==> config.mk <==
export PLATFORM = sky130hd
export DESIGN_NAME = periodic_task_dispatch_table_core
export DESIGN_NICKNAME = d
export VERILOG_FILES = /design/src/hw/rtl/ptdt_pkg.sv /design/src/hw/rtl/periodic_task_dispatch_table_core.sv /design/src/hw/rtl/ptdt_slot_eval.sv
export SDC_FILE = /design/constraint.sdc
export NUM_CORES = 1
export LEC_CHECK = 0
export BUFFER_PORTS_ARGS = -buffer_cell sky130_fd_sc_hd__buf_2
export CAP_MARGIN = 25
export CELL_PAD_IN_SITES_DETAIL_PLACEMENT = 0
export CELL_PAD_IN_SITES_GLOBAL_PLACEMENT = 2
export CORE_MARGIN = 3
export CORE_UTILIZATION = 46
export CTS_CLUSTER_SIZE = 24
export DETAILED_ROUTE_END_ITERATION = 8
export PLACE_DENSITY_LB_ADDON = 0.1
export SLEW_MARGIN = 20
export SYNTH_ARGS = -nofsm -noshare
export SYNTH_HDL_FRONTEND = slang
export SYNTH_SLANG_ARGS = --single-unit
==> constraint.sdc <==
create_clock -name clk -period 4.65 [get_ports clk]
set_clock_uncertainty 0.2 [all_clocks]
set_input_delay 1.1625 -clock clk [delete_from_list [all_inputs] [get_ports clk]]
set_output_delay 1.1625 -clock clk [all_outputs]
set_load 0.01 [all_outputs]
==> src/hw/rtl/ptdt_pkg.sv <==
// ----------------------------------------------------------------------------
// ptdt_pkg
// Shared types and codes for the periodic task dispatch table.
// ----------------------------------------------------------------------------
`timescale 1ns / 1ps
`default_nettype none

package ptdt_pkg;

	localparam int TASK_SLOTS_DEF = 8;

	localparam int CMD_W    = 3;
	localparam int ID_W     = 8;
	localparam int PERIOD_W = 16;
	localparam int DELAY_W  = 17;
	localparam int STEP_W   = 10;
	localparam int KIND_W   = 2;
	localparam int SIDX_W   = 3;
	localparam int STAT_W   = 3;
	localparam int SST_W    = 2;

	// commands
	localparam logic [CMD_W-1:0] CMD_TICK    = 3'd0;
	localparam logic [CMD_W-1:0] CMD_ADD     = 3'd1;
	localparam logic [CMD_W-1:0] CMD_DELETE  = 3'd2;
	localparam logic [CMD_W-1:0] CMD_SUSPEND = 3'd3;
	localparam logic [CMD_W-1:0] CMD_RESUME  = 3'd4;
	localparam logic [CMD_W-1:0] CMD_STATUS  = 3'd5;

	// result kinds
	localparam logic [KIND_W-1:0] KIND_FIRE   = 2'd0;
	localparam logic [KIND_W-1:0] KIND_DONE   = 2'd1;
	localparam logic [KIND_W-1:0] KIND_ACK    = 2'd2;
	localparam logic [KIND_W-1:0] KIND_STATUS = 2'd3;

	// slot states as stored
	localparam logic [SST_W-1:0] SST_READY     = 2'd0;
	localparam logic [SST_W-1:0] SST_SUSPENDED = 2'd2;
	localparam logic [SST_W-1:0] SST_STOPPED   = 2'd3;

	// reported status codes
	localparam logic [STAT_W-1:0] STAT_READY     = 3'd0;
	localparam logic [STAT_W-1:0] STAT_RUNNING   = 3'd1;
	localparam logic [STAT_W-1:0] STAT_NOT_FOUND = 3'd4;

	typedef struct packed {
		logic [ID_W-1:0]          id;
		logic [PERIOD_W-1:0]      period;
		logic signed [DELAY_W-1:0] delay;
		logic [SST_W-1:0]         st;
	} slot_t;

	typedef struct packed {
		logic  hit;     // slot produces a result (fire, free slot for add, or id match)
		logic  wr_en;   // slot entry must be written back
		slot_t wr_slot;
	} slot_eval_t;

endpackage

`default_nettype wire

==> src/hw/rtl/periodic_task_dispatch_table_core.sv <==
// ----------------------------------------------------------------------------
// periodic_task_dispatch_table_core
// Time-triggered task table: tick scan, add/delete/suspend/resume, status.
// ----------------------------------------------------------------------------
// Usage:
//  - A command transaction is taken at a clock edge with start high and busy
//    low; cmd, task_id, period and first_delay are sampled there.
//  - Results leave at most one per cycle, each marked by a single-cycle
//    strobe; the receiver cannot stall, so every strobed transaction must be
//    taken. last flags the final result of a command.
//  - The table is scanned one slot per cycle through a registered read of
//    the slot store; a single subtractor updates delays as the scan walks.
//    A tick visits every slot and gives one fire result per due slot in
//    ready state plus a closing tick-done result.
//    Add, delete, suspend, resume and status stop at the first hit; when
//    nothing matches, the scan visits every slot and closes with a result.
//    Unknown commands answer on the next cycle with ok low.
//  - busy is high from the accepting edge up to the edge that loads the
//    final result; an unknown command never raises it.
//  - Write tick_step via cfg_we / cfg_wdata only while idle (left to the user).
//  - Reset clears the control state and per-slot valid bits; a slot never
//    written reads as id 0, period 0, delay 0, stopped. No clearing pass.
// ----------------------------------------------------------------------------
`timescale 1ns / 1ps
`default_nettype none

module periodic_task_dispatch_table_core #(
	parameter int TASK_SLOTS = ptdt_pkg::TASK_SLOTS_DEF
) (
	input  wire logic                          clk,
	input  wire logic                          arst_n,
	// configuration
	input  wire logic                          cfg_we,
	input  wire logic [ptdt_pkg::STEP_W-1:0]   cfg_wdata,
	// command
	input  wire logic                          start,
	output logic                               busy,
	input  wire logic [ptdt_pkg::CMD_W-1:0]    cmd,
	input  wire logic [ptdt_pkg::ID_W-1:0]     task_id,
	input  wire logic [ptdt_pkg::PERIOD_W-1:0] period,
	input  wire logic [ptdt_pkg::PERIOD_W-1:0] first_delay,
	// results
	output logic                               strobe,
	output logic [ptdt_pkg::KIND_W-1:0]        kind,
	output logic [ptdt_pkg::ID_W-1:0]          fired_id,
	output logic [ptdt_pkg::SIDX_W-1:0]        slot_index,
	output logic                               ok,
	output logic [ptdt_pkg::STAT_W-1:0]        task_status,
	output logic                               last
);

	localparam int IDX_W = (TASK_SLOTS > 1) ? $clog2(TASK_SLOTS) : 1;
	localparam int CNT_W = $clog2(TASK_SLOTS + 1);
	localparam logic [CNT_W-1:0] LAST_SLOT = CNT_W'(TASK_SLOTS - 1);

	typedef enum logic [1:0] {
		S_IDLE,
		S_SCAN,
		S_FIN
	} state_t;

	state_t                          state_q;
	logic [ptdt_pkg::STEP_W-1:0]     tick_step_q;

	// latched command
	logic [ptdt_pkg::CMD_W-1:0]      cmd_q;
	logic [ptdt_pkg::ID_W-1:0]       id_q;
	logic [ptdt_pkg::PERIOD_W-1:0]   period_q;
	logic [ptdt_pkg::PERIOD_W-1:0]   idelay_q;

	// scan issue side
	logic [CNT_W-1:0]                scan_idx_q;
	logic                            iss_q;

	// read stage
	logic                            act_s1;
	logic                            last_s1;
	logic [IDX_W-1:0]                idx_s1;
	logic                            rd_vld_s1;
	ptdt_pkg::slot_t                 rd_slot_s1;

	// slot store and its valid bits
	ptdt_pkg::slot_t                 mem_q [TASK_SLOTS];
	logic [TASK_SLOTS-1:0]           vld_q;

	ptdt_pkg::slot_t                 entry;
	ptdt_pkg::slot_eval_t            eval;
	logic                            wr_en;
	logic [IDX_W-1:0]                rd_addr;

	// registered outputs
	logic                            strobe_q;
	logic [ptdt_pkg::KIND_W-1:0]     kind_q;
	logic [ptdt_pkg::ID_W-1:0]       fired_id_q;
	logic [ptdt_pkg::SIDX_W-1:0]     slot_index_q;
	logic                            ok_q;
	logic [ptdt_pkg::STAT_W-1:0]     task_status_q;
	logic                            last_q;

	assign rd_addr = scan_idx_q[IDX_W-1:0];

	// never-written slots read as the reset entry
	always_comb begin
		if (rd_vld_s1) begin
			entry = rd_slot_s1;
		end else begin
			entry        = '0;
			entry.st     = ptdt_pkg::SST_STOPPED;
		end
	end

	ptdt_slot_eval u_eval (
		.cmd           (cmd_q),
		.task_id       (id_q),
		.period        (period_q),
		.first_delay   (idelay_q),
		.tick_step     (tick_step_q),
		.entry         (entry),
		.eval          (eval)
	);

	assign wr_en = (state_q == S_SCAN) && act_s1 && eval.wr_en;

	// slot store: one write, one registered read per cycle
	always_ff @(posedge clk) begin
		if (wr_en)
			mem_q[idx_s1] <= eval.wr_slot;
		rd_slot_s1 <= mem_q[rd_addr];
	end

	// tick_step register
	always_ff @(posedge clk or negedge arst_n) begin
		if (!arst_n) begin
			tick_step_q <= ptdt_pkg::STEP_W'(1);
		end else if (cfg_we) begin
			tick_step_q <= cfg_wdata;
		end
	end

	// sequencer
	always_ff @(posedge clk or negedge arst_n) begin
		if (!arst_n) begin
			state_q       <= S_IDLE;
			cmd_q         <= '0;
			id_q          <= '0;
			period_q      <= '0;
			idelay_q      <= '0;
			scan_idx_q    <= '0;
			iss_q         <= 1'b0;
			act_s1        <= 1'b0;
			last_s1       <= 1'b0;
			idx_s1        <= '0;
			rd_vld_s1     <= 1'b0;
			vld_q         <= '0;
			strobe_q      <= 1'b0;
			kind_q        <= '0;
			fired_id_q    <= '0;
			slot_index_q  <= '0;
			ok_q          <= 1'b0;
			task_status_q <= '0;
			last_q        <= 1'b0;
		end else begin
			strobe_q <= 1'b0;
			if (wr_en)
				vld_q[idx_s1] <= 1'b1;

			case (state_q)
				S_IDLE: begin
					act_s1 <= 1'b0;
					if (start) begin
						cmd_q      <= cmd;
						id_q       <= task_id;
						period_q   <= period;
						idelay_q   <= first_delay;
						scan_idx_q <= '0;
						if (cmd > ptdt_pkg::CMD_STATUS) begin
							// unknown command: plain ack with ok low
							strobe_q      <= 1'b1;
							kind_q        <= ptdt_pkg::KIND_ACK;
							fired_id_q    <= '0;
							slot_index_q  <= '0;
							ok_q          <= 1'b0;
							task_status_q <= ptdt_pkg::STAT_READY;
							last_q        <= 1'b1;
						end else begin
							iss_q   <= 1'b1;
							state_q <= S_SCAN;
						end
					end
				end

				S_SCAN: begin
					// issue the read of the next slot
					act_s1    <= iss_q;
					last_s1   <= (scan_idx_q == LAST_SLOT);
					idx_s1    <= rd_addr;
					rd_vld_s1 <= vld_q[rd_addr];
					if (iss_q) begin
						scan_idx_q <= scan_idx_q + CNT_W'(1);
						if (scan_idx_q == LAST_SLOT)
							iss_q <= 1'b0;
					end

					// evaluate the slot read last cycle
					if (act_s1) begin
						if (eval.hit) begin
							strobe_q     <= 1'b1;
							slot_index_q <= ptdt_pkg::SIDX_W'(idx_s1);
							case (cmd_q)
								ptdt_pkg::CMD_TICK: begin
									kind_q        <= ptdt_pkg::KIND_FIRE;
									fired_id_q    <= entry.id;
									ok_q          <= 1'b0;
									task_status_q <= ptdt_pkg::STAT_RUNNING;
									last_q        <= 1'b0;
								end
								ptdt_pkg::CMD_STATUS: begin
									kind_q        <= ptdt_pkg::KIND_STATUS;
									fired_id_q    <= id_q;
									ok_q          <= 1'b1;
									task_status_q <= ptdt_pkg::STAT_W'(entry.st);
									last_q        <= 1'b1;
								end
								default: begin
									kind_q        <= ptdt_pkg::KIND_ACK;
									fired_id_q    <= '0;
									ok_q          <= 1'b1;
									task_status_q <= ptdt_pkg::STAT_READY;
									last_q        <= 1'b1;
								end
							endcase
						end
						if (eval.hit && (cmd_q != ptdt_pkg::CMD_TICK)) begin
							// first hit ends the search
							act_s1  <= 1'b0;
							iss_q   <= 1'b0;
							state_q <= S_IDLE;
						end else if (last_s1) begin
							act_s1  <= 1'b0;
							state_q <= S_FIN;
						end
					end
				end

				S_FIN: begin
					strobe_q     <= 1'b1;
					slot_index_q <= '0;
					ok_q         <= 1'b0;
					last_q       <= 1'b1;
					case (cmd_q)
						ptdt_pkg::CMD_TICK: begin
							kind_q        <= ptdt_pkg::KIND_DONE;
							fired_id_q    <= '0;
							task_status_q <= ptdt_pkg::STAT_READY;
						end
						ptdt_pkg::CMD_STATUS: begin
							kind_q        <= ptdt_pkg::KIND_STATUS;
							fired_id_q    <= id_q;
							task_status_q <= ptdt_pkg::STAT_NOT_FOUND;
						end
						default: begin
							kind_q        <= ptdt_pkg::KIND_ACK;
							fired_id_q    <= '0;
							task_status_q <= ptdt_pkg::STAT_READY;
						end
					endcase
					state_q <= S_IDLE;
				end

				default: begin
					state_q <= S_IDLE;
				end
			endcase
		end
	end

	assign busy        = (state_q != S_IDLE);
	assign strobe      = strobe_q;
	assign kind        = kind_q;
	assign fired_id    = fired_id_q;
	assign slot_index  = slot_index_q;
	assign ok          = ok_q;
	assign task_status = task_status_q;
	assign last        = last_q;

endmodule

`default_nettype wire

==> src/hw/rtl/ptdt_slot_eval.sv <==
// ----------------------------------------------------------------------------
// ptdt_slot_eval
// Per-slot decision and the shared delay subtractor used in tick scans.
// ----------------------------------------------------------------------------
`timescale 1ns / 1ps
`default_nettype none

module ptdt_slot_eval (
	input  wire logic [ptdt_pkg::CMD_W-1:0]    cmd,
	input  wire logic [ptdt_pkg::ID_W-1:0]     task_id,
	input  wire logic [ptdt_pkg::PERIOD_W-1:0] period,
	input  wire logic [ptdt_pkg::PERIOD_W-1:0] first_delay,
	input  wire logic [ptdt_pkg::STEP_W-1:0]   tick_step,
	input  wire ptdt_pkg::slot_t               entry,
	output ptdt_pkg::slot_eval_t               eval
);

	logic                                 due;
	logic [ptdt_pkg::DELAY_W-1:0]         sub_a;
	logic [ptdt_pkg::DELAY_W-1:0]         sub_y;
	logic                                 id_match;

	// delay <= 0 -> fire and reload from period
	assign due   = entry.delay[ptdt_pkg::DELAY_W-1] || (entry.delay == '0);
	assign sub_a = due ? {1'b0, entry.period} : entry.delay;
	assign sub_y = sub_a - {{(ptdt_pkg::DELAY_W-ptdt_pkg::STEP_W){1'b0}}, tick_step};
	assign id_match = (entry.id == task_id);

	always_comb begin
		eval         = '0;
		eval.wr_slot = entry;
		case (cmd)
			ptdt_pkg::CMD_TICK: begin
				if (entry.st == ptdt_pkg::SST_READY) begin
					eval.wr_en         = 1'b1;
					eval.hit           = due;
					eval.wr_slot.delay = sub_y;
				end
			end
			ptdt_pkg::CMD_ADD: begin
				if (entry.st == ptdt_pkg::SST_STOPPED) begin
					eval.hit            = 1'b1;
					eval.wr_en          = 1'b1;
					eval.wr_slot.id     = task_id;
					eval.wr_slot.period = period;
					eval.wr_slot.delay  = {1'b0, first_delay};
					eval.wr_slot.st     = ptdt_pkg::SST_READY;
				end
			end
			ptdt_pkg::CMD_DELETE, ptdt_pkg::CMD_SUSPEND, ptdt_pkg::CMD_RESUME: begin
				if (id_match) begin
					eval.hit   = 1'b1;
					eval.wr_en = 1'b1;
					if (cmd == ptdt_pkg::CMD_DELETE)
						eval.wr_slot.st = ptdt_pkg::SST_STOPPED;
					else if (cmd == ptdt_pkg::CMD_SUSPEND)
						eval.wr_slot.st = ptdt_pkg::SST_SUSPENDED;
					else
						eval.wr_slot.st = ptdt_pkg::SST_READY;
				end
			end
			ptdt_pkg::CMD_STATUS: begin
				eval.hit = id_match;
			end
			default: begin
				eval.hit = 1'b0;
			end
		endcase
	end

endmodule

`default_nettype wire
==> impl_metrics.json, run 1 <==
{
  "result_of_the_run": "completed",
  "net_count_of_the_mapped_netlist": 1276,
  "num_io_pins": 77,
  "required_arrival_time_at_the_worst_endpoint_ps": 4840,
  "worstPathBufferInverterCount": 1,
  "initial_antenna_violation_count": 1,
  "cell_internal_pwr_mw": 9.882,
  "critical-path-top-delay-family": "simple AND/OR/NAND/NOR gates",
  "htree_num_levels": 2,
  "fp-row-count": 75,
  "initial_utilization_pct": 46.78,
  "crit_path_depth": 14,
  "ctsResizeCount": 0,
  "vias_after_detailed_routing": 10860,
  "final_antenna_net_count": 0,
  "timing.final.crit_period_ps": 4284,
  "dominant_combinational_cell_family_by_area_after_synthesis": "multiplexers",
  "yosys.area_share.adder_pct": 1.051,
  "seq_area_frac_synth_pct": 68.44,
  "routedWlPerCell_um": 24.32,
  "insertedDiodeCount": 0,
  "tritoncts": "done",
  "area_fraction_in_compound_gates_after_synthesis_pct": 6.169,
  "switching_share_pct": 32.22,
  "clkTransAtPathRegs_ps": 60,
  "preCtsSetupSlack_ps": 70.08,
  "number_of_synthesized_flops_with_an_enable_pin": 344,
  "drt-vias-per-instance": 5.783,
  "share_seq_of_total_power_pct": 45.0,
  "synth_xor_xnor_area_share_pct": 0.6651,
  "worstHoldPathCells": 1,
  "grt_setup_unrepaired": "no",
  "crit_path_cell_trace": "nor4_2 > and4_4 > a21oi_2 > mux2_2 > nand2_1 > ha_1 > inv_1 > fa_1 > a211oi_1 > o21ai_0 > a41oi_1 > nand2_1 > or3_1 > o21ai_2",
  "finalCoreUtilization_pct": 53.59,
  "syn_area_mm2": 0.01975,
  "tritoncts.num_buffers": 50,
  "groute.usage.overall_pct": 20.80,
  "ctsHoldBuffers": 0,
  "num-nets-final": 1370,
  "area_growth_syn_to_layout_pct": 14.56,
  "asyncSetResetFlopFracSynth_pct": 19.38,
  "power_per_cell_area_mw_per_mm2": 644.2,
  "cts_num_sinks": 480,
  "clock_power_share_pct": 27.3,
  "power.switching_mw": 4.697,
  "drt_drc_violations_left": 0,
  "post-place-cells": 1782,
  "fin_setup_tns_ps": 0,
  "postSynth.topFlopCell": "edfxtp_1",
  "final.period_utilization_pct": 92.14,
  "crit_slowest_cell": "fa_1",
  "ctsLongestPathBuffers": 3,
  "fp.dieArea_mm2": 0.04546,
  "comb_power_share_pct": 27.7,
  "synth_top_area_share_pct": 52.29,
  "startpoint_type": "register",
  "cp_max_fo": 8,
  "ys_seq_elements": 480,
  "yosys-top-cells-area": "edfxtp_1, dfrtp_1, mux4_2, mux2_2, dfxtp_1",
  "grt_overflow_total": 0,
  "hpwl_mm": 27.52,
  "report.power.total_mw": 14.58,
  "totalWireLength_mm": 45.68,
  "timing.slew.headroom_pct": 35.39,
  "count_of_buffers_inserted_at_the_top_level_ports": 76,
  "drt-initial-drc-count": 655,
  "cell_count_after_synthesis": 1203,
  "worstSetupPathType": "register to register",
  "core_area_mm2": 0.04223,
  "clock.fmax_mhz": 233.4,
  "ys_warn_count": 0,
  "timing.max_cap.violations": 0,
  "largest_net_degree_at_the_start_of_global_routing": 58,
  "final_cells": 1878,
  "chipWidth_um": 213.2,
  "drv_slew": 0,
  "library_cell_occupying_the_most_area_in_the_post_synthesis_netlist": "edfxtp_1",
  "report.final.setup_viol": 0,
  "nFillCells": 3451,
  "worstHoldPathType": "register to register",
  "vdd_drop_max_mv": 0.3487,
  "layout.cells.most_common": "edfxtp_1",
  "root_buffer": "clkbuf_16",
  "grt_pass1_wl_mm": 70.05,
  "cpPeakStageDelay_ps": 440,
  "timing.final.hold_violations": 0,
  "worst_ep_arrival_time_ps": 4470,
  "crit_top_cell": "nand2_1",
  "crit_path_end_kind": "register",
  "reg2regPathDepth": 14,
  "power.leakage_nw": 8.082,
  "mostFrequentLayoutCells": "edfxtp_1, nand2_1, mux2_2, mux4_2, dfrtp_1",
  "first_pass_iteration_count_of_the_detailed_router": 5,
  "simple_gate_area_share_of_the_yosys_netlist_pct": 4.972,
  "cts_setup_buffers": 0,
  "postLayoutSetupSlackWorst_ps": 365.6,
  "portion_of_netlist_area_occupied_by_mux_cells_pct": 16.76,
  "yosysUniqueCellTypes": 76,
  "postSynthAreaPerCell_um2": 16.42,
  "first_global_vias": 11290,
  "floorplan.die.height_um": 213.2,
  "routabilityCongestion": 0.7841,
  "worst_pin_slew_ps": 969.2,
  "clock_insertion_delay_worst_skew_ps": 610,
  "final_layout_size_suffix_gt1_share_pct": 30.02
}
[cell families (layout without fill, tap and decap cells)]
group	after synthesis	count (layout)
AOI/OAI and AO/OA	183	183
xor gates and xnor gates	15	15
adders and majority gates	16	16
buffers and inverters	93	229
DFF	480	480
muxes	205	205
and+or+nand+nor	211	211
[power groups by stage]
stage / Clock (mW) / Sequential, mW / Combinational [mW]
2_1_floorplan: 0 / 6.16 / 3.22
3_3_place_gp: 0 / 6.64 / 4.04
3_5_place_dp: 0 / 6.65 / 4.07
4_1_cts: 4.07 / 6.57 / 4.09
5_1_grt: 4.25 / 6.66 / 4.52
6_report: 3.98 / 6.56 / 4.04
[final timing paths]
kind / from / endpoint / slack, ps
worst max-delay path: rd_slot_s1[2] / mem_q[3][18] / 370
worst min-delay path: vld_q[1] / vld_q[1] / 270
worst max register to register: rd_slot_s1[2] / mem_q[3][18] / 370
worst min register to register: vld_q[1] / vld_q[1] / 270
max in group asynchronous: arst_n / tick_step_q[0] / 2950
min in group asynchronous: arst_n / id_q[3] / 440
[synth_stat cells (6+ instances only)]
cell type / instances
a31o_1: 7
clkbuf_1: 43
a31oi_1: 7
mux2_2: 93
o21ai_0: 67
a22oi_1: 11
buf_2: 10
nand3_1: 18
xor2_1: 9
and3_1: 11
nand2_1: 94
mux4_2: 88
buf_1: 9
nor3_1: 8
dfxtp_1: 43
ha_1: 15
dfrtp_1: 92
nand2b_1: 11
edfxtp_1: 344
inv_1: 26
nor2_1: 41
mux2i_1: 15
xnor2_1: 6
a21oi_1: 20
a21o_1: 6
o21ai_1: 7
mux2_4: 8
a22o_1: 11
[sequential cells by signal, indices dropped and copies added (netlist names), 4 cells and up]
register / flops
mem_q: 344
id_q: 8
period_q: 16
rd_slot_s1: 43
fired_id: 8
tick_step_q: 10
idelay_q: 16
scan_idx_q: 4
vld_q: 8
[metrics by stage]
stage                     hold WS (ps)  instance area (um2)
after floorplan                  231.2                19750
after global placement           244.2                20950
after detailed placement         253.7                20950
after CTS                        267.9                22600
after global routing             291.8                22630
final                            265.4                22630
[cell type report]
type / count / area (um2) / share of cell area [%]
clock buffers: 66 / 1363 / 6.021
inverters: 27 / 101.3 / 0.4478
repair buffers: 108 / 783.3 / 3.461
flip-flops and latches: 480 / 13530 / 59.79
clock inverters: 28 / 286.5 / 1.266
multi-input cells: 630 / 5891 / 26.03
well taps: 539 / 674.4 / 2.980
[per-layer routing]
layer	share of wire (%)	GRT usage [%]	vias to the layer above
li1	-	-	4889
met1	45	29.47	5677
met2	48	33.84	223
met3	4.5	3.335	70
met4	2.1	5.789	2
met5	0.018	0	-
No activity file was read; power rests on OpenSTA's default activity.
==> inputs of run 2 (changes only) <==
--- a/config.mk
+++ b/config.mk
@@ -17,4 +17,5 @@
 export SLEW_MARGIN = 20
 export SYNTH_ARGS = -nofsm -noshare
 export SYNTH_HDL_FRONTEND = slang
+export SYNTH_HIERARCHICAL = 1
 export SYNTH_SLANG_ARGS = --single-unit
==> impl_metrics.json, run 2 <==
{
  "timing.max_cap.violations": 0,
  "clock_insertion_delay_worst_skew_ps": 580,
  "tritoncts": "done",
  "number_of_synthesized_flops_with_an_enable_pin": 344,
  "reg2regPathDepth": 14,
  "first_pass_iteration_count_of_the_detailed_router": 5,
  "vdd_drop_max_mv": 0.3182,
  "seq_area_frac_synth_pct": 68.51,
  "globalRoute.busiestLayer": "met2",
  "report.power.total_mw": 8.758,
  "ctsLongestPathBuffers": 3,
  "fin_setup_tns_ps": 0,
  "num-nets-final": 1401,
  "postLayoutSetupSlackWorst_ps": 265.0,
  "grt_use_met2_pct": 33.93,
  "fp.dieArea_mm2": 0.04542,
  "postSynth.topFlopCell": "edfxtp_1",
  "switching_share_pct": 19.44,
  "clock.fmax_mhz": 228.1,
  "mostFrequentLayoutCells": "edfxtp_1, nand2_1, mux2_2, dfrtp_1, mux4_2",
  "required_arrival_time_at_the_worst_endpoint_ps": 4750,
  "largest_register_ff_count": 344,
  "root_buffer": "clkbuf_16",
  "ctsHoldBuffers": 0,
  "top_register": "mem_q",
  "power.switching_mw": 1.702,
  "final_layout_size_suffix_gt1_share_pct": 32.63,
  "ys_warn_count": 6,
  "hp-start": "vld_q[7]",
  "first_global_vias": 10970,
  "hpwl_mm": 29.06,
  "routabilityCongestion": 0.7799,
  "postSynthAreaPerCell_um2": 16.47,
  "timing.final.crit_period_ps": 4385,
  "synth_top_area_share_pct": 52.35,
  "timing.slew.headroom_pct": 31.88,
  "reg2reg_setup_slack_ps": 270,
  "cts_num_sinks": 480,
  "worstHoldEndpoint": "vld_q[7]",
  "grt_pass1_wl_mm": 69.54,
  "critical-path-top-delay-family": "simple AND/OR/NAND/NOR gates",
  "final.period_utilization_pct": 94.30,
  "syn_area_mm2": 0.01973,
  "layout.cells.most_common": "edfxtp_1",
  "timing.final.hold_violations": 0,
  "worstHoldPathType": "register to register",
  "comb_power_share_pct": 1.6,
  "tritoncts.num_buffers": 50,
  "core_area_mm2": 0.04213,
  "routedWlPerCell_um": 23.85,
  "drt-vias-per-instance": 5.627,
  "final_antenna_net_count": 0,
  "worstHoldPathCells": 1,
  "groute.usage.overall_pct": 20.68,
  "clkTransAtPathRegs_ps": 60,
  "insertedDiodeCount": 0,
  "worst_ep_arrival_time_ps": 4490,
  "power_per_cell_area_mw_per_mm2": 380.6,
  "crit_slowest_cell": "dfrtp_2",
  "layout_top_registers": "mem_q: 344 flops, rd_slot_s1: 43 flops",
  "fp-row-count": 75,
  "cpPeakStageDelay_ps": 490,
  "yosys-top-cells-area": "edfxtp_1, dfrtp_1, mux4_2, mux2_2, dfxtp_1",
  "cell_count_after_synthesis": 1198,
  "crit_path_cell_trace": "buf_4 > and2_1 > nor3_1 > and4_1 > a21o_2 > mux2i_1 > ha_1 > fa_1 > nor2b_1 > o31a_1 > o211ai_1 > nand3b_1 > o221ai_1 > or3b_4",
  "report.final.setup_viol": 0,
  "power.leakage_nw": 7.781,
  "cell_internal_pwr_mw": 7.055,
  "preCtsSetupSlack_ps": -87.81,
  "clock_power_share_pct": 46.3,
  "result_of_the_run": "completed",
  "floorplan.die.height_um": 213.1,
  "cp_max_fo": 12,
  "drt-initial-drc-count": 901,
  "initial_antenna_violation_count": 0,
  "initial_utilization_pct": 46.84,
  "critical_path.reg2reg.startpoint": "rd_vld_s1",
  "synth.most_common_cell": "edfxtp_1",
  "net_count_of_the_mapped_netlist": 1271,
  "num_io_pins": 77,
  "share_seq_of_total_power_pct": 52.1,
  "yosysUniqueCellTypes": 65,
  "area_growth_syn_to_layout_pct": 16.59,
  "worstPathBufferInverterCount": 1,
  "grt_overflow_total": 0,
  "globalRouteMet1Util_pct": 29.22,
  "r2r-end": "mem_q[7][16]",
  "worst_pin_slew_ps": 1022,
  "groute.layer.met3.usage_pct": 3.717,
  "synth_commonest_cells": "edfxtp_1, nand2_1, mux2_2",
  "grt_setup_unrepaired": "no",
  "worstSetupPathType": "register to register",
  "htree_num_levels": 2,
  "vias_after_detailed_routing": 10740,
  "library_cell_occupying_the_most_area_in_the_post_synthesis_netlist": "edfxtp_1",
  "asyncSetResetFlopFracSynth_pct": 19.38,
  "ys_seq_elements": 480,
  "drv_slew": 0,
  "totalWireLength_mm": 45.53,
  "crit_path_end_kind": "register",
  "startpoint_type": "register",
  "drt_drc_violations_left": 0,
  "chipWidth_um": 213.1,
  "count_of_buffers_inserted_at_the_top_level_ports": 76,
  "largest_net_degree_at_the_start_of_global_routing": 64
}
-- run 2: cell count changes in the layout (fill, tap and decap cells not counted), moves of 10 or more --
| cell | change |
|---|---|
| and2_1 | +44 |
| buf_12 | +10 |
| buf_4 | +21 |
| nand3_1 | -11 |
| nor2_1 | -17 |
| nand2_1 | +33 |
| o21ai_0 | -40 |
| mux2_2 | +11 |
-- run 2: worst register-to-register path: cells and delay by family, from the launching register on --
kind,cells,cell delay [ps]
AO/OA/AOI/OAI,4,1060
adder cells (fa/ha/maj),2,420
buffers and inverters,1,200
flip-flops,1,490
multiplexers,1,230
AND/OR/NAND/NOR,6,1510
-- run 2: repair_timing --
action | 4_1_cts | 5_1_grt
pin swaps | 0 | 2
setup buffers | 0 | 1
resized for setup | 3 | 11
setup endpoints to repair | 24 | 96
-- run 2: routing by layer --
layer  part of all wire (%)  up-vias
met4                    1.9        0
li1                       -     4880
met5                      0        -
met3                    4.4       62
met2                     49      229
met1                     45     5571
-- run 2: per-stage QoR --
step,hold WS [ps],instance area (um2),utilization (%),std cells
detailed placement,254.3,21280,50.51,1814
finish,267.6,23010,54.61,1909
floorplan,238.9,19740,-,1198
CTS,268.4,22970,54.53,1908
global placement,251.3,21280,50.51,1814
global route,279.0,23010,54.61,1909
-- run 2: final cells by class --
type	count	area [um2]
sequential	480	13530
clock buffer	73	1451
tap	539	674.4
inverter	23	86.33
fill	3403	19130
multi-input combinational	635	5892
clock inverter	21	236.5
timing repair buffer	138	1136
-- run 2: how the worst max path moves through the flow --
| stage | startpoint | endpoint | depth (start not counted) |
|---|---|---|---|
| 2_1_floorplan | rd_vld_s1 | mem_q[7][0] | 10 |
| 3_3_place_gp | rd_vld_s1 | mem_q[3][13] | 14 |
| 3_5_place_dp | rd_vld_s1 | mem_q[3][14] | 14 |
| 4_1_cts | rd_vld_s1 | mem_q[5][9] | 15 |
| 5_1_grt | rd_vld_s1 | mem_q[0][14] | 14 |
| 6_report | rd_vld_s1 | mem_q[7][16] | 14 |
-- run 2: logic make-up (layout without fill, tap and decap cells) --
logic type	Yosys count	count (layout)	synth area share, %
DFF	480	480	68.51
and+or+nand+nor	274	274	6.714
muxes	202	202	16.42
AOI/OAI and AO/OA	128	128	4.470
buffers and inverters	83	255	2.168
adders and majority gates	16	16	1.053
xor gates and xnor gates	15	15	0.6657
-- run 2: power by group through the flow --
stage	logic, mW	registers, mW	clock network [mW]
after floorplan	0.0930	4.64	0
after global placement	0.144	4.65	0
after detailed placement	0.144	4.65	0
after CTS	0.144	4.56	4.16
after global routing	0.157	4.56	4.34
final	0.141	4.56	4.05
==> inputs of run 3 (changes only) <==
==> constraint.sdc (replaced) <==
create_clock -name clk -period 4.65 [get_ports clk]
set_clock_uncertainty 0.2 [all_clocks]
set_input_delay 0 -clock clk [delete_from_list [all_inputs] [get_ports clk]]
set_output_delay 0 -clock clk [all_outputs]
set_load 0.01 [all_outputs]
==> impl_metrics.json, run 3 (synthesis gave the netlist of run 2 again) <==
{
  "required_arrival_time_at_the_worst_endpoint_ps": 4750,
  "vdd_drop_max_mv": 0.2577,
  "worst_ep_arrival_time_ps": 4510,
  "worst_pin_slew_ps": 1052,
  "hp-start": "first_delay[15]",
  "reg2regPathDepth": 14,
  "num_io_pins": 77,
  "finalHoldWorstSlack_ps": 31.50,
  "cp_max_fo": 18,
  "clock_insertion_delay_worst_skew_ps": 590,
  "mostFrequentLayoutCells": "edfxtp_1, nand2_1, dlygate4sd3_1, mux2_2, dfrtp_1",
  "crit_path_end_kind": "register",
  "layout.cells.most_common": "edfxtp_1",
  "grt_setup_unrepaired": "no",
  "reg2reg_setup_slack_ps": 250,
  "area_growth_syn_to_layout_pct": 21.08,
  "clock.fmax_mhz": 227.2,
  "insertedDiodeCount": 0,
  "core_area_mm2": 0.04213,
  "first_global_vias": 11670,
  "crit_path_cell_trace": "buf_4 > and2_1 > nor3_1 > and4_1 > a21o_2 > mux2i_1 > ha_1 > fa_1 > nor2b_1 > o31a_1 > o211ai_1 > nand3b_1 > o221ai_1 > or3b_4",
  "root_buffer": "clkbuf_16",
  "initial_utilization_pct": 46.84,
  "groute.usage.overall_pct": 21.26,
  "finalCoreUtilization_pct": 56.71,
  "nFillCells": 3386,
  "routedWlPerCell_um": 23.27,
  "worstHoldEndpoint": "idelay_q[15]",
  "vias_after_detailed_routing": 11110,
  "power.leakage_nw": 8.139,
  "fp.dieArea_mm2": 0.04542,
  "count_of_buffers_inserted_at_the_top_level_ports": 76,
  "cpPeakStageDelay_ps": 530,
  "clkTransAtPathRegs_ps": 60,
  "final.period_utilization_pct": 94.64,
  "tritoncts": "done",
  "drv_slew": 0,
  "crit_slowest_cell": "dfrtp_2",
  "layout_top_registers": "mem_q: 344 flops, rd_slot_s1: 43 flops",
  "worstHoldPathCells": 3,
  "drt_drc_violations_left": 0,
  "result_of_the_run": "completed",
  "timing.max_cap.violations": 0,
  "initial_antenna_violation_count": 0,
  "worstSetupPathType": "register to register",
  "totalWireLength_mm": 46.59,
  "fp-row-count": 75,
  "top_register": "mem_q",
  "r2r-end": "mem_q[6][16]",
  "largest_net_degree_at_the_start_of_global_routing": 70,
  "power_per_cell_area_mw_per_mm2": 371.3,
  "final_antenna_net_count": 0,
  "drt-initial-drc-count": 899,
  "timing.final.hold_violations": 0,
  "chipWidth_um": 213.1,
  "tritoncts.num_buffers": 50,
  "final_layout_size_suffix_gt1_share_pct": 29.32,
  "startpoint_type": "register",
  "first_pass_iteration_count_of_the_detailed_router": 5,
  "cts_num_sinks": 480,
  "routabilityCongestion": 0.8006,
  "grt_pass1_wl_mm": 71.68,
  "critical_path.reg2reg.startpoint": "rd_vld_s1",
  "largest_register_ff_count": 344,
  "report.final.setup_viol": 0,
  "htree_num_levels": 2,
  "timing.final.crit_period_ps": 4401,
  "grt_overflow_total": 0,
  "floorplan.die.height_um": 213.1,
  "ctsLongestPathBuffers": 3,
  "hpwl_mm": 26.97,
  "drt-vias-per-instance": 5.549,
  "num-nets-final": 1495,
  "timing.slew.headroom_pct": 29.87,
  "worstHoldPathType": "input pin to register"
}
==> run 3: cell count changes in the layout (fill, tap and decap cells not counted), sizes merged <==
| cell | delta |
|---|---|
| buf | -19 |
| clkinv | +1 |
| bufinv | +2 |
| clkbuf | -7 |
| clkinvlp | +2 |
| dlygate4sd3 | +113 |
| inv | +1 |
==> run 3: worst max path at each step <==
stage | start | to | slack, ps
global route | rd_vld_s1 | mem_q[6][16] | 10
floorplan | rd_vld_s1 | mem_q[7][0] | -90
global placement | rd_vld_s1 | mem_q[2][15] | -40
CTS | rd_vld_s1 | mem_q[6][16] | 20
detailed placement | rd_vld_s1 | mem_q[2][14] | -160
finish | rd_vld_s1 | mem_q[6][16] | 250
==> run 3: metal layers <==
layer	vias up	global-route usage (%)	wire (um)
met3	66	2.777	1690
met1	5750	29.68	20990
met4	0	6.079	1046
met2	221	35.44	22870
met5	-	0	0
li1	5072	-	-
==> run 3: stage by stage <==
| step | setup slack, ps | instance area (um2) | power, mW | setup TNS, ps | instances |
|---|---|---|---|---|---|
| after floorplan | -86.27 | 19740 | 4.732 | -21190 | 1198 |
| after global placement | -43.07 | 20990 | 4.796 | -512.8 | 1794 |
| after detailed placement | -160.5 | 20990 | 4.796 | -4327 | 1794 |
| after CTS | 17.71 | 23860 | 8.982 | 0 | 2001 |
| after global routing | 9.757 | 23890 | 9.162 | 0 | 2002 |
| final | 249.0 | 23890 | 8.871 | 0 | 2002 |
==> run 3: report_power, final <==
part	total, mW	switching, mW	internal [mW]
logic	0.230	0.0943	0.136
clock network	4.08	1.61	2.48
registers	4.56	0.0123	4.55
total	8.87	1.71	7.16
==> run 3: what timing repair did <==
item,in CTS,in global routing
gates resized for setup,5,10
pin swaps,0,1
hold buffers,114,0
hold endpoints to repair,134,0
buffers inserted,0,1
endpoints found under the setup margin,72,96
==> run 3: cell type report <==
cell class                 count  area, um2  area share [%]
inverter                      23      86.33          0.3613
timing repair buffer         232       2007           8.399
sequential                   480      13530           56.63
multi-input combinational    635       5896           24.67
clock inverter                27      316.6           1.325
tap                          539      674.4           2.822
clock buffer                  66       1383           5.786
==> run 3: critical path: cells and delay by family, from the launching register on <==
family / cells / cell delay [ps]
buffers and inverters: 1 / 190
AO/OA/AOI/OAI: 4 / 1070
flip-flops: 1 / 530
adder cells (fa/ha/maj): 2 / 420
multiplexers: 1 / 240
AND/OR/NAND/NOR: 6 / 1460
